==> src/sv/aes_pkg.sv <==
// AES-128 package: S-box tables, GF(2^8) helpers and round functions.
// Used by the key expansion, the round stage and the top level. No dependencies.
package aes_pkg;

  localparam int NumRounds = 10;
  localparam int KeyWords = 44;
  localparam int RkEntries = 22;

  localparam logic [0:0] CMD_ENC = 1'b0;
  localparam logic [0:0] CMD_DEC = 1'b1;

  localparam logic [0:0] CFG_KEY_LOW = 1'b0;
  localparam logic [0:0] CFG_KEY_HIGH = 1'b1;

  typedef logic [127:0] state_t;

  typedef struct packed {
    logic   vld;
    logic   dec;
    state_t st;
  } stage_t;

  localparam logic [7:0] SBOX [256] = '{
    8'h63,8'h7c,8'h77,8'h7b,8'hf2,8'h6b,8'h6f,8'hc5,8'h30,8'h01,8'h67,8'h2b,8'hfe,8'hd7,8'hab,8'h76,
    8'hca,8'h82,8'hc9,8'h7d,8'hfa,8'h59,8'h47,8'hf0,8'had,8'hd4,8'ha2,8'haf,8'h9c,8'ha4,8'h72,8'hc0,
    8'hb7,8'hfd,8'h93,8'h26,8'h36,8'h3f,8'hf7,8'hcc,8'h34,8'ha5,8'he5,8'hf1,8'h71,8'hd8,8'h31,8'h15,
    8'h04,8'hc7,8'h23,8'hc3,8'h18,8'h96,8'h05,8'h9a,8'h07,8'h12,8'h80,8'he2,8'heb,8'h27,8'hb2,8'h75,
    8'h09,8'h83,8'h2c,8'h1a,8'h1b,8'h6e,8'h5a,8'ha0,8'h52,8'h3b,8'hd6,8'hb3,8'h29,8'he3,8'h2f,8'h84,
    8'h53,8'hd1,8'h00,8'hed,8'h20,8'hfc,8'hb1,8'h5b,8'h6a,8'hcb,8'hbe,8'h39,8'h4a,8'h4c,8'h58,8'hcf,
    8'hd0,8'hef,8'haa,8'hfb,8'h43,8'h4d,8'h33,8'h85,8'h45,8'hf9,8'h02,8'h7f,8'h50,8'h3c,8'h9f,8'ha8,
    8'h51,8'ha3,8'h40,8'h8f,8'h92,8'h9d,8'h38,8'hf5,8'hbc,8'hb6,8'hda,8'h21,8'h10,8'hff,8'hf3,8'hd2,
    8'hcd,8'h0c,8'h13,8'hec,8'h5f,8'h97,8'h44,8'h17,8'hc4,8'ha7,8'h7e,8'h3d,8'h64,8'h5d,8'h19,8'h73,
    8'h60,8'h81,8'h4f,8'hdc,8'h22,8'h2a,8'h90,8'h88,8'h46,8'hee,8'hb8,8'h14,8'hde,8'h5e,8'h0b,8'hdb,
    8'he0,8'h32,8'h3a,8'h0a,8'h49,8'h06,8'h24,8'h5c,8'hc2,8'hd3,8'hac,8'h62,8'h91,8'h95,8'he4,8'h79,
    8'he7,8'hc8,8'h37,8'h6d,8'h8d,8'hd5,8'h4e,8'ha9,8'h6c,8'h56,8'hf4,8'hea,8'h65,8'h7a,8'hae,8'h08,
    8'hba,8'h78,8'h25,8'h2e,8'h1c,8'ha6,8'hb4,8'hc6,8'he8,8'hdd,8'h74,8'h1f,8'h4b,8'hbd,8'h8b,8'h8a,
    8'h70,8'h3e,8'hb5,8'h66,8'h48,8'h03,8'hf6,8'h0e,8'h61,8'h35,8'h57,8'hb9,8'h86,8'hc1,8'h1d,8'h9e,
    8'he1,8'hf8,8'h98,8'h11,8'h69,8'hd9,8'h8e,8'h94,8'h9b,8'h1e,8'h87,8'he9,8'hce,8'h55,8'h28,8'hdf,
    8'h8c,8'ha1,8'h89,8'h0d,8'hbf,8'he6,8'h42,8'h68,8'h41,8'h99,8'h2d,8'h0f,8'hb0,8'h54,8'hbb,8'h16
  };

  localparam logic [7:0] INV_SBOX [256] = '{
    8'h52,8'h09,8'h6a,8'hd5,8'h30,8'h36,8'ha5,8'h38,8'hbf,8'h40,8'ha3,8'h9e,8'h81,8'hf3,8'hd7,8'hfb,
    8'h7c,8'he3,8'h39,8'h82,8'h9b,8'h2f,8'hff,8'h87,8'h34,8'h8e,8'h43,8'h44,8'hc4,8'hde,8'he9,8'hcb,
    8'h54,8'h7b,8'h94,8'h32,8'ha6,8'hc2,8'h23,8'h3d,8'hee,8'h4c,8'h95,8'h0b,8'h42,8'hfa,8'hc3,8'h4e,
    8'h08,8'h2e,8'ha1,8'h66,8'h28,8'hd9,8'h24,8'hb2,8'h76,8'h5b,8'ha2,8'h49,8'h6d,8'h8b,8'hd1,8'h25,
    8'h72,8'hf8,8'hf6,8'h64,8'h86,8'h68,8'h98,8'h16,8'hd4,8'ha4,8'h5c,8'hcc,8'h5d,8'h65,8'hb6,8'h92,
    8'h6c,8'h70,8'h48,8'h50,8'hfd,8'hed,8'hb9,8'hda,8'h5e,8'h15,8'h46,8'h57,8'ha7,8'h8d,8'h9d,8'h84,
    8'h90,8'hd8,8'hab,8'h00,8'h8c,8'hbc,8'hd3,8'h0a,8'hf7,8'he4,8'h58,8'h05,8'hb8,8'hb3,8'h45,8'h06,
    8'hd0,8'h2c,8'h1e,8'h8f,8'hca,8'h3f,8'h0f,8'h02,8'hc1,8'haf,8'hbd,8'h03,8'h01,8'h13,8'h8a,8'h6b,
    8'h3a,8'h91,8'h11,8'h41,8'h4f,8'h67,8'hdc,8'hea,8'h97,8'hf2,8'hcf,8'hce,8'hf0,8'hb4,8'he6,8'h73,
    8'h96,8'hac,8'h74,8'h22,8'he7,8'had,8'h35,8'h85,8'he2,8'hf9,8'h37,8'he8,8'h1c,8'h75,8'hdf,8'h6e,
    8'h47,8'hf1,8'h1a,8'h71,8'h1d,8'h29,8'hc5,8'h89,8'h6f,8'hb7,8'h62,8'h0e,8'haa,8'h18,8'hbe,8'h1b,
    8'hfc,8'h56,8'h3e,8'h4b,8'hc6,8'hd2,8'h79,8'h20,8'h9a,8'hdb,8'hc0,8'hfe,8'h78,8'hcd,8'h5a,8'hf4,
    8'h1f,8'hdd,8'ha8,8'h33,8'h88,8'h07,8'hc7,8'h31,8'hb1,8'h12,8'h10,8'h59,8'h27,8'h80,8'hec,8'h5f,
    8'h60,8'h51,8'h7f,8'ha9,8'h19,8'hb5,8'h4a,8'h0d,8'h2d,8'he5,8'h7a,8'h9f,8'h93,8'hc9,8'h9c,8'hef,
    8'ha0,8'he0,8'h3b,8'h4d,8'hae,8'h2a,8'hf5,8'hb0,8'hc8,8'heb,8'hbb,8'h3c,8'h83,8'h53,8'h99,8'h61,
    8'h17,8'h2b,8'h04,8'h7e,8'hba,8'h77,8'hd6,8'h26,8'he1,8'h69,8'h14,8'h63,8'h55,8'h21,8'h0c,8'h7d
  };

  function automatic logic [7:0] xtime(input logic [7:0] a);
    return {a[6:0], 1'b0} ^ (a[7] ? 8'h1b : 8'h00);
  endfunction

  function automatic logic [7:0] byte_of(input state_t s, input int j);
    return s[8*j +: 8];
  endfunction

  function automatic state_t sub_bytes(input state_t s, input logic inv);
    state_t o;
    for (int j = 0; j < 16; j++) begin
      o[8*j +: 8] = inv ? INV_SBOX[s[8*j +: 8]] : SBOX[s[8*j +: 8]];
    end
    return o;
  endfunction

  function automatic state_t shift_rows(input state_t s, input logic inv);
    state_t o;
    for (int r = 0; r < 4; r++) begin
      for (int c = 0; c < 4; c++) begin
        if (inv) begin
          o[8*(r + 4*((c + r) % 4)) +: 8] = s[8*(r + 4*c) +: 8];
        end else begin
          o[8*(r + 4*c) +: 8] = s[8*(r + 4*((c + r) % 4)) +: 8];
        end
      end
    end
    return o;
  endfunction

  function automatic state_t mix_columns(input state_t s, input logic inv);
    state_t o;
    logic [7:0] a [4];
    logic [7:0] a2 [4];
    logic [7:0] a4 [4];
    logic [7:0] a8 [4];
    logic [7:0] m [4][4];
    logic [7:0] v;
    for (int c = 0; c < 4; c++) begin
      for (int k = 0; k < 4; k++) begin
        a[k] = s[8*(4*c + k) +: 8];
        a2[k] = xtime(a[k]);
        a4[k] = xtime(a2[k]);
        a8[k] = xtime(a4[k]);
        // Coefficient products for 1,2,3 (encrypt) and 9,11,13,14 (decrypt).
        if (inv) begin
          m[k][0] = a8[k] ^ a4[k] ^ a2[k];
          m[k][1] = a8[k] ^ a2[k] ^ a[k];
          m[k][2] = a8[k] ^ a4[k] ^ a[k];
          m[k][3] = a8[k] ^ a[k];
        end else begin
          m[k][0] = a2[k];
          m[k][1] = a2[k] ^ a[k];
          m[k][2] = a[k];
          m[k][3] = a[k];
        end
      end
      for (int r = 0; r < 4; r++) begin
        v = 8'h00;
        for (int k = 0; k < 4; k++) begin
          v = v ^ m[k][(k - r + 4) % 4];
        end
        o[8*(4*c + r) +: 8] = v;
      end
    end
    return o;
  endfunction

endpackage

==> src/sv/aes_key_exp.sv <==
// Key expansion: one round key per cycle after each key register write.
// Holds all 11 round keys in registers. Depends on aes_pkg.
module aes_key_exp (
  input  logic           clk,
  input  logic           rst_n,
  input  logic           load,
  input  logic [127:0]   key,
  output logic           busy,
  output logic [127:0]   rk [11]
);

  logic [127:0] rk_r [11];
  logic [3:0]   cnt_r;
  logic [3:0]   cnt_nxt;
  logic [7:0]   rcon_r;
  logic [7:0]   rcon_nxt;
  logic [31:0]  t;
  logic [31:0]  w0;
  logic [31:0]  w1;
  logic [31:0]  w2;
  logic [31:0]  w3;
  logic [127:0] prev;

  always_comb begin
    prev = rk_r[cnt_r - 4'd1];
    t = {aes_pkg::SBOX[prev[103:96]], aes_pkg::SBOX[prev[127:120]],
         aes_pkg::SBOX[prev[119:112]], aes_pkg::SBOX[prev[111:104]] ^ rcon_r};
    w0 = prev[31:0] ^ t;
    w1 = prev[63:32] ^ w0;
    w2 = prev[95:64] ^ w1;
    w3 = prev[127:96] ^ w2;
    cnt_nxt = cnt_r;
    rcon_nxt = rcon_r;
    if (load) begin
      cnt_nxt = 4'd1;
      rcon_nxt = 8'h01;
    end else if (cnt_r != 4'd0 && cnt_r <= 4'(aes_pkg::NumRounds)) begin
      cnt_nxt = (cnt_r == 4'(aes_pkg::NumRounds)) ? 4'd0 : cnt_r + 4'd1;
      rcon_nxt = aes_pkg::xtime(rcon_r);
    end
  end

  always_ff @(posedge clk) begin
    if (!rst_n) begin
      cnt_r <= 4'd0;
      rcon_r <= 8'h01;
    end else begin
      cnt_r <= cnt_nxt;
      rcon_r <= rcon_nxt;
    end
  end

  always_ff @(posedge clk) begin
    if (load) begin
      rk_r[0] <= key;
    end else if (cnt_r != 4'd0 && cnt_r <= 4'(aes_pkg::NumRounds)) begin
      rk_r[cnt_r] <= {w3, w2, w1, w0};
    end
  end

  assign busy = load || (cnt_r != 4'd0);
  assign rk = rk_r;

endmodule

==> config.mk <==
export PLATFORM = sky130hd
export DESIGN_NAME = aes_key_exp
export DESIGN_NICKNAME = d
export VERILOG_FILES = /design/src/sv/aes_pkg.sv /design/src/sv/aes_key_exp.sv
export SDC_FILE = /design/constraint.sdc
export NUM_CORES = 2
export LEC_CHECK = 0
export ABC_AREA = 1
export BUFFER_PORTS_ARGS = -buffer_cell sky130_fd_sc_hd__clkbuf_2
export CORE_AREA = 2 2 596 598
export DETAILED_ROUTE_END_ITERATION = 16
export DIE_AREA = 0 0 598 600
export GPL_ROUTABILITY_DRIVEN = 0
export PLACE_DENSITY_LB_ADDON = 0.08
export SYNTH_ARGS = -nofsm -noshare
export SYNTH_HDL_FRONTEND = slang
export SYNTH_SLANG_ARGS = --single-unit
==> constraint.sdc <==
create_clock -name clk -period 15.7 [get_ports clk]
set_input_delay 3.925 -clock clk [delete_from_list [all_inputs] [get_ports clk]]
set_output_delay 3.925 -clock clk [all_outputs]
set_load 0.02 [all_outputs]
## After elaboration in Yosys (flattened, before gate mapping)

Memories as Yosys holds them, arrays and structs flattened.
Cells that the tools add are included.
Widths: inputs -> output; s select.

- Add/subtract/negate cells: 2
- $mul: 0
- Div/mod/pow operators: 0
- Magnitude comparators: 8
- Equal/unequal tests: 1
- Shift-type cells: 0
- Multiplexer cells: 20
- Bitwise operators: 14
- Reductions and logical operators: 7

Operators by type and width:

| operator | number |
|---|---|
| $bwmux 1408 | 1 |
| $mux 1408 | 1 |
| $bmux 128 s4 | 1 |
| $demux 128 s4 | 1 |
| $mux 128 | 4 |
| $xor 32x32->32 | 4 |
| $mux 8 | 8 |
| $ge 9x9->1 const B | 4 |
| $not 8->9 | 4 |
| $ge 5x5->1 const B | 2 |
| $not 4->5 | 2 |
| $xor 8x5->8 | 1 |
| $xor 8x8->8 | 1 |
| $lt 5x1->1 const B | 1 |
| $mux 5 | 1 |
| $add 4x1->4 const B | 1 |
| $eq 4x4->1 const B | 1 |
| $le 4x4->1 const B | 1 |
| $mux 4 | 1 |
| $reduce_bool 4->1 | 1 |
| $sub 4x1->4 const B | 1 |
| $logic_and 1x1->1 | 2 |
| $mux 1 | 2 |
| $not 1->1 | 2 |
| 4 further kinds | 4 |

- Flip-flop bits (word level): 1420
- Latch bits: 0
- Bits in writable memories: 0
- Memory bits (read-only): 8192
- Input port bits: 131
- Word-level logic and storage cells: 70
- Memories: 4

Memories:

| memory | words | bits a word | read ports | clocked after Yosys merged registers in | write ports | RTL line | source |
|---|---|---|---|---|---|---|---|
| (name not given) | 256 | 8 | 1 | 0 | 0 | aes_key_exp.sv:27 | `aes_pkg::SBOX[prev[119:112]], aes_pkg::SBOX[prev[111:104]] ^ rcon_r};` |
| (name not given) | 256 | 8 | 1 | 0 | 0 | aes_key_exp.sv:27 |  |
| (name not given) | 256 | 8 | 1 | 0 | 0 | aes_key_exp.sv:26 | `t = {aes_pkg::SBOX[prev[103:96]], aes_pkg::SBOX[prev[127:120]],` |
| (name not given) | 256 | 8 | 1 | 0 | 0 | aes_key_exp.sv:26 |  |

## Depth between registers and ports, before layout

- Depth in word-level cells: 17
- Gate-level depth with buffers: 40

## Worst setup path after synthesis

No wires, ideal clock.

- Path type: input -> register
- From: in load
- To: reg rk_r, in the netlist rk[384] (enable)
- Arrival: 12.956 ns
- Data required time: 14.927 ns
- Slack: 1.971 ns
- Stages: 4
- Buffers on the path: 1
- Cell sequence: clkbuf_1 inv_1 nand2_1 nor3_1

- Word-level cells in the longest chain between the ends: 2

Ends and longest elaborated chain:

| element | RTL line | source |
|---|---|---|
| start: declaration | aes_key_exp.sv:6 | `input logic load,` |
| $not 1->1 (no line) | n/a |  |
| $reduce_and 2->1 (no line) | n/a |  |
| end signal: indexed assignment | aes_key_exp.sv:57 | `rk_r[cnt_r] <= {w3, w2, w1, w0};` |
| end: declaration | aes_key_exp.sv:12 | `logic [127:0] rk_r [11];` |

No other way between the ends.
A chain may end at the register's enable or synchronous reset.

## Final worst setup path

- From: reg cnt_r[0]
- To: reg rk_r, in the netlist rk[241], data pin

- Word-level cells in the longest chain between the ends: 14

Ends and longest elaborated chain:

| element | RTL line | source |
|---|---|---|
| start: declaration | aes_key_exp.sv:13 | `logic [3:0] cnt_r;` |
| start signal: assignment | aes_key_exp.sv:48 | `cnt_r <= cnt_nxt;` |
| $sub 4x1->4 (*) | aes_key_exp.sv:25 | `prev = rk_r[cnt_r - 4'd1];` |
| $not 4->5 (implied by the code) (*) | aes_key_exp.sv:25 |  |
| $bmux 128 s4 (*) | aes_key_exp.sv:25 |  |
| $mux 128 (implied by the code) (*) (2 in series) | aes_key_exp.sv:25 |  |
| $not 8->9 (implied by the code) | aes_key_exp.sv:26 |  |
| $mem_v2 256x8 | n/a |  |
| $mux 8 (implied by the code) (2 in series) | aes_key_exp.sv:26 |  |
| $xor 32x32->32 (*) | aes_key_exp.sv:28 | `w0 = prev[31:0] ^ t;` |
| net w0[17] | aes_key_exp.sv:18 | `logic [31:0] w0;` |
| $xor 32x32->32 (*) | aes_key_exp.sv:29 | `w1 = prev[63:32] ^ w0;` |
| $xor 32x32->32 (*) | aes_key_exp.sv:30 | `w2 = prev[95:64] ^ w1;` |
| net w2[17] | aes_key_exp.sv:20 | `logic [31:0] w2;` |
| $xor 32x32->32 (*) | aes_key_exp.sv:31 | `w3 = prev[127:96] ^ w2;` |
| net w3[17] | aes_key_exp.sv:21 | `logic [31:0] w3;` |
| $bwmux 1408 (*) | aes_key_exp.sv:57 |  |

The timed path passes the listed nets; every way through them passes the cells marked *. The select of a mux whose other input is x is not followed.

==> flow_summary.json <==
{
  "worst_hold_slack_ns": 0.492,
  "synth_top_cells_by_area": "edfxtp_1 59%, nand3_1 11%, nand2_1 8.5%",
  "netlist_area_um2": 72200,
  "crit_fanout": 84,
  "synth-simple-area-share": 0.250,
  "critPathLaunchType": "flop",
  "htreeDepth": 4,
  "synth_fp_nets": 7746,
  "relSlewSlack": 0.183,
  "grt_usage": 0.271,
  "synth_xor_area_frac": 0.00194,
  "pwr-share-clk": 0.292,
  "post-route-min-period_ns": 9.46,
  "yosysTopAreaCell": "edfxtp_1",
  "crit_required_ns": 16.25,
  "pwr-share-comb": 0.365,
  "mostFrequentLayoutCell": "nand2_1",
  "row_count": 218,
  "cpPeakStageDelay_ns": 0.89,
  "worst_path_most_repeated_cell": "nand2_1",
  "synth-edff-count": 1408,
  "hold_buffers": 0,
  "synthCells": 7554,
  "die_w_um": 598,
  "cts.sinks": 1420,
  "sequentialPowerShare": 0.342,
  "dieArea_um2": 359000,
  "grt_max_degree": 134,
  "post_cts_buffers": 0,
  "ys_dominant_reg_cell": "edfxtp_1",
  "num_vias": 68600,
  "p_switching_mw": 6.31,
  "status": "complete, no violations",
  "root_buffer": "clkbuf_16",
  "cts_buffer_depth": 4,
  "synth-seq-cells": 1420,
  "mostFrequentLayoutCells": "1634 x nand2_1, 1590 x nand3_1, 1538 x clkbuf_2, 1408 x edfxtp_1, 668 x o21ai_0",
  "syn_avg_cell_area_um2": 9.56,
  "tritoncts": "done",
  "leakage_nw": 36.3,
  "regToRegSetupSlack_ns": 6.24,
  "grt_setup_unrepaired": "false",
  "dr.pass1.iters": 9,
  "ys_types": 48,
  "start_util": 0.205,
  "core_um2": 352000,
  "tightest_slew_ns": 1.23,
  "cts_buffers": 186,
  "finClkSkew_ns": 0.0893,
  "wl_um": 508000,
  "clk_latency_ns": 0.93,
  "grt_pass1_wl_um": 656000,
  "clk_pin_slew_ns": 0.06,
  "synth_warnings": 0,
  "hold_class": "flop to flop",
  "power_switching_share": 0.431,
  "synth_compound_area_frac": 0.0888,
  "synth_mux_area_frac": 0,
  "synth_top_family_by_area": "simple AND/OR/NAND/NOR gates",
  "power_density_nw_per_um2": 163,
  "postRouteAntennaNets": 0,
  "async_reset_ff_frac": 0,
  "crit_path_top_delay_cell": "inv_4",
  "io_buffers": 1539,
  "drv_slew": 0,
  "crit_family": "simple AND/OR/NAND/NOR gates",
  "final_nets": 9091,
  "place_hpwl_um": 377000,
  "peakVddDrop_v": 0.0000816,
  "die_h_um": 600,
  "dr.first_iter.drc_count": 8166,
  "setup.worst_path.end_class": "flop",
  "post_drt_wl_per_cell_um": 37.2,
  "num_io_pins": 1540,
  "crit_buf_inv": 5,
  "ctsResizeCount": 0,
  "hold_violations": 0,
  "p_int_mw": 8.34,
  "grt_pass1_vias": 65700,
  "drc": 0,
  "viasPerCell": 5.01,
  "fill_cells": 38200,
  "worstPathArrival_ns": 10.01,
  "yosysSeqAreaShare": 0.589,
  "synth_fa_ha_area_frac": 0.0106,
  "area_delta_synth_final_pct": 24.6,
  "drive_gt1_frac": 0.234,
  "min_period_over_period": 0.603,
  "crit_type": "flop to flop",
  "setup_viol": 0,
  "fin_setup_tns_ns": 0,
  "cap_violations": 0,
  "synth.top_cell.area_share": 0.585,
  "overflow": 0,
  "fmax_mhz": 106,
  "antenna_found_initial": 31
}
==> flip-flops by register name, summed over array words and instances, names as in the netlist <==
name    count
cnt_r       4
rcon_r      8
rk       1408
==> per-stage QoR <==
step	total power [mW]	instance area (µm²)	setup slack, ns	cells	utilization
2_1_floorplan	7.77	72200	1.97	7554	-
3_3_place_gp	10.4	84100	6.42	13300	0.239
3_5_place_dp	10.4	84100	6.42	13300	0.239
4_1_cts	14.7	89900	6.36	13700	0.256
5_1_grt	15.2	89900	5.85	13700	0.256
6_report	14.7	90000	6.24	13700	0.256
==> tightest hold or removal path, cell delays in order (launching register included) <==
cell and delay, ns:
dfxtp_1 0.30, inv_1 0.07, a21oi_1 0.07
==> layout make-up <==
cell class	count	area (µm²)	share of cell area
multi-input cells	5233	25500	0.283
diodes	14	35.0	0.000389
clock buffers	231	4950	0.0550
clock inverters	108	912	0.0101
inverters	398	1520	0.0169
repair buffers	1660	8770	0.0975
flip-flops and latches	1420	42500	0.473
well taps	4620	5780	0.0643
==> Yosys cell counts (5+ instances only) <==
| cell | n |
|---|---|
| o221ai_1 | 97 |
| nand3b_1 | 16 |
| nor3_1 | 10 |
| buf_4 | 79 |
| edfxtp_1 | 1408 |
| a22oi_1 | 7 |
| nand3_2 | 32 |
| nand3_1 | 1590 |
| o21ai_1 | 15 |
| dfxtp_1 | 12 |
| o22ai_1 | 97 |
| ha_1 | 61 |
| nand2_2 | 91 |
| a21oi_1 | 93 |
| o21ai_0 | 668 |
| buf_2 | 188 |
| clkbuf_1 | 164 |
| nand2_1 | 1637 |
| inv_1 | 373 |
| o211ai_1 | 125 |
| buf_1 | 18 |
| inv_2 | 19 |
| nor2_1 | 620 |
| buf_6 | 50 |
| nand2_4 | 27 |
| nand3_4 | 5 |
| xor2_1 | 9 |
| nand4_1 | 9 |
==> routing by layer <==
layer	vias to the layer above	track usage	wire length (µm)
li1	29400	-	-
met1	35300	0.329	201000
met3	595	0.0640	38300
met4	2	0.121	26200
met5	-	0	7
met2	3309	0.455	243000
==> power by group through the flow <==
stage	registers, mW	logic [mW]	clock network, mW
global route	5.02	5.66	4.50
floorplan	5.11	2.66	0
detailed placement	5.10	5.32	0
CTS	5.02	5.33	4.39
global placement	5.10	5.33	0
finish	5.02	5.35	4.28
==> final timing paths <==
kind / from / end / depth (start not counted)
setup / recovery: cnt_r[0] / rk[241] / 25
hold / removal: rcon_r[1] / rcon_r[1] / 2
hold reg to reg: rcon_r[1] / rcon_r[1] / 2
setup reg to reg: cnt_r[0] / rk[241] / 25
==> logic make-up after synthesis <==
logic type / count (synthesis)
AND/OR/NAND/NOR: 4048
flip-flops: 1420
AO/OA/AOI/OAI: 1111
buffers and inverters: 901
adder cells (fa/ha/maj): 61
XOR/XNOR: 13
(Power assumes the default switching activity.)
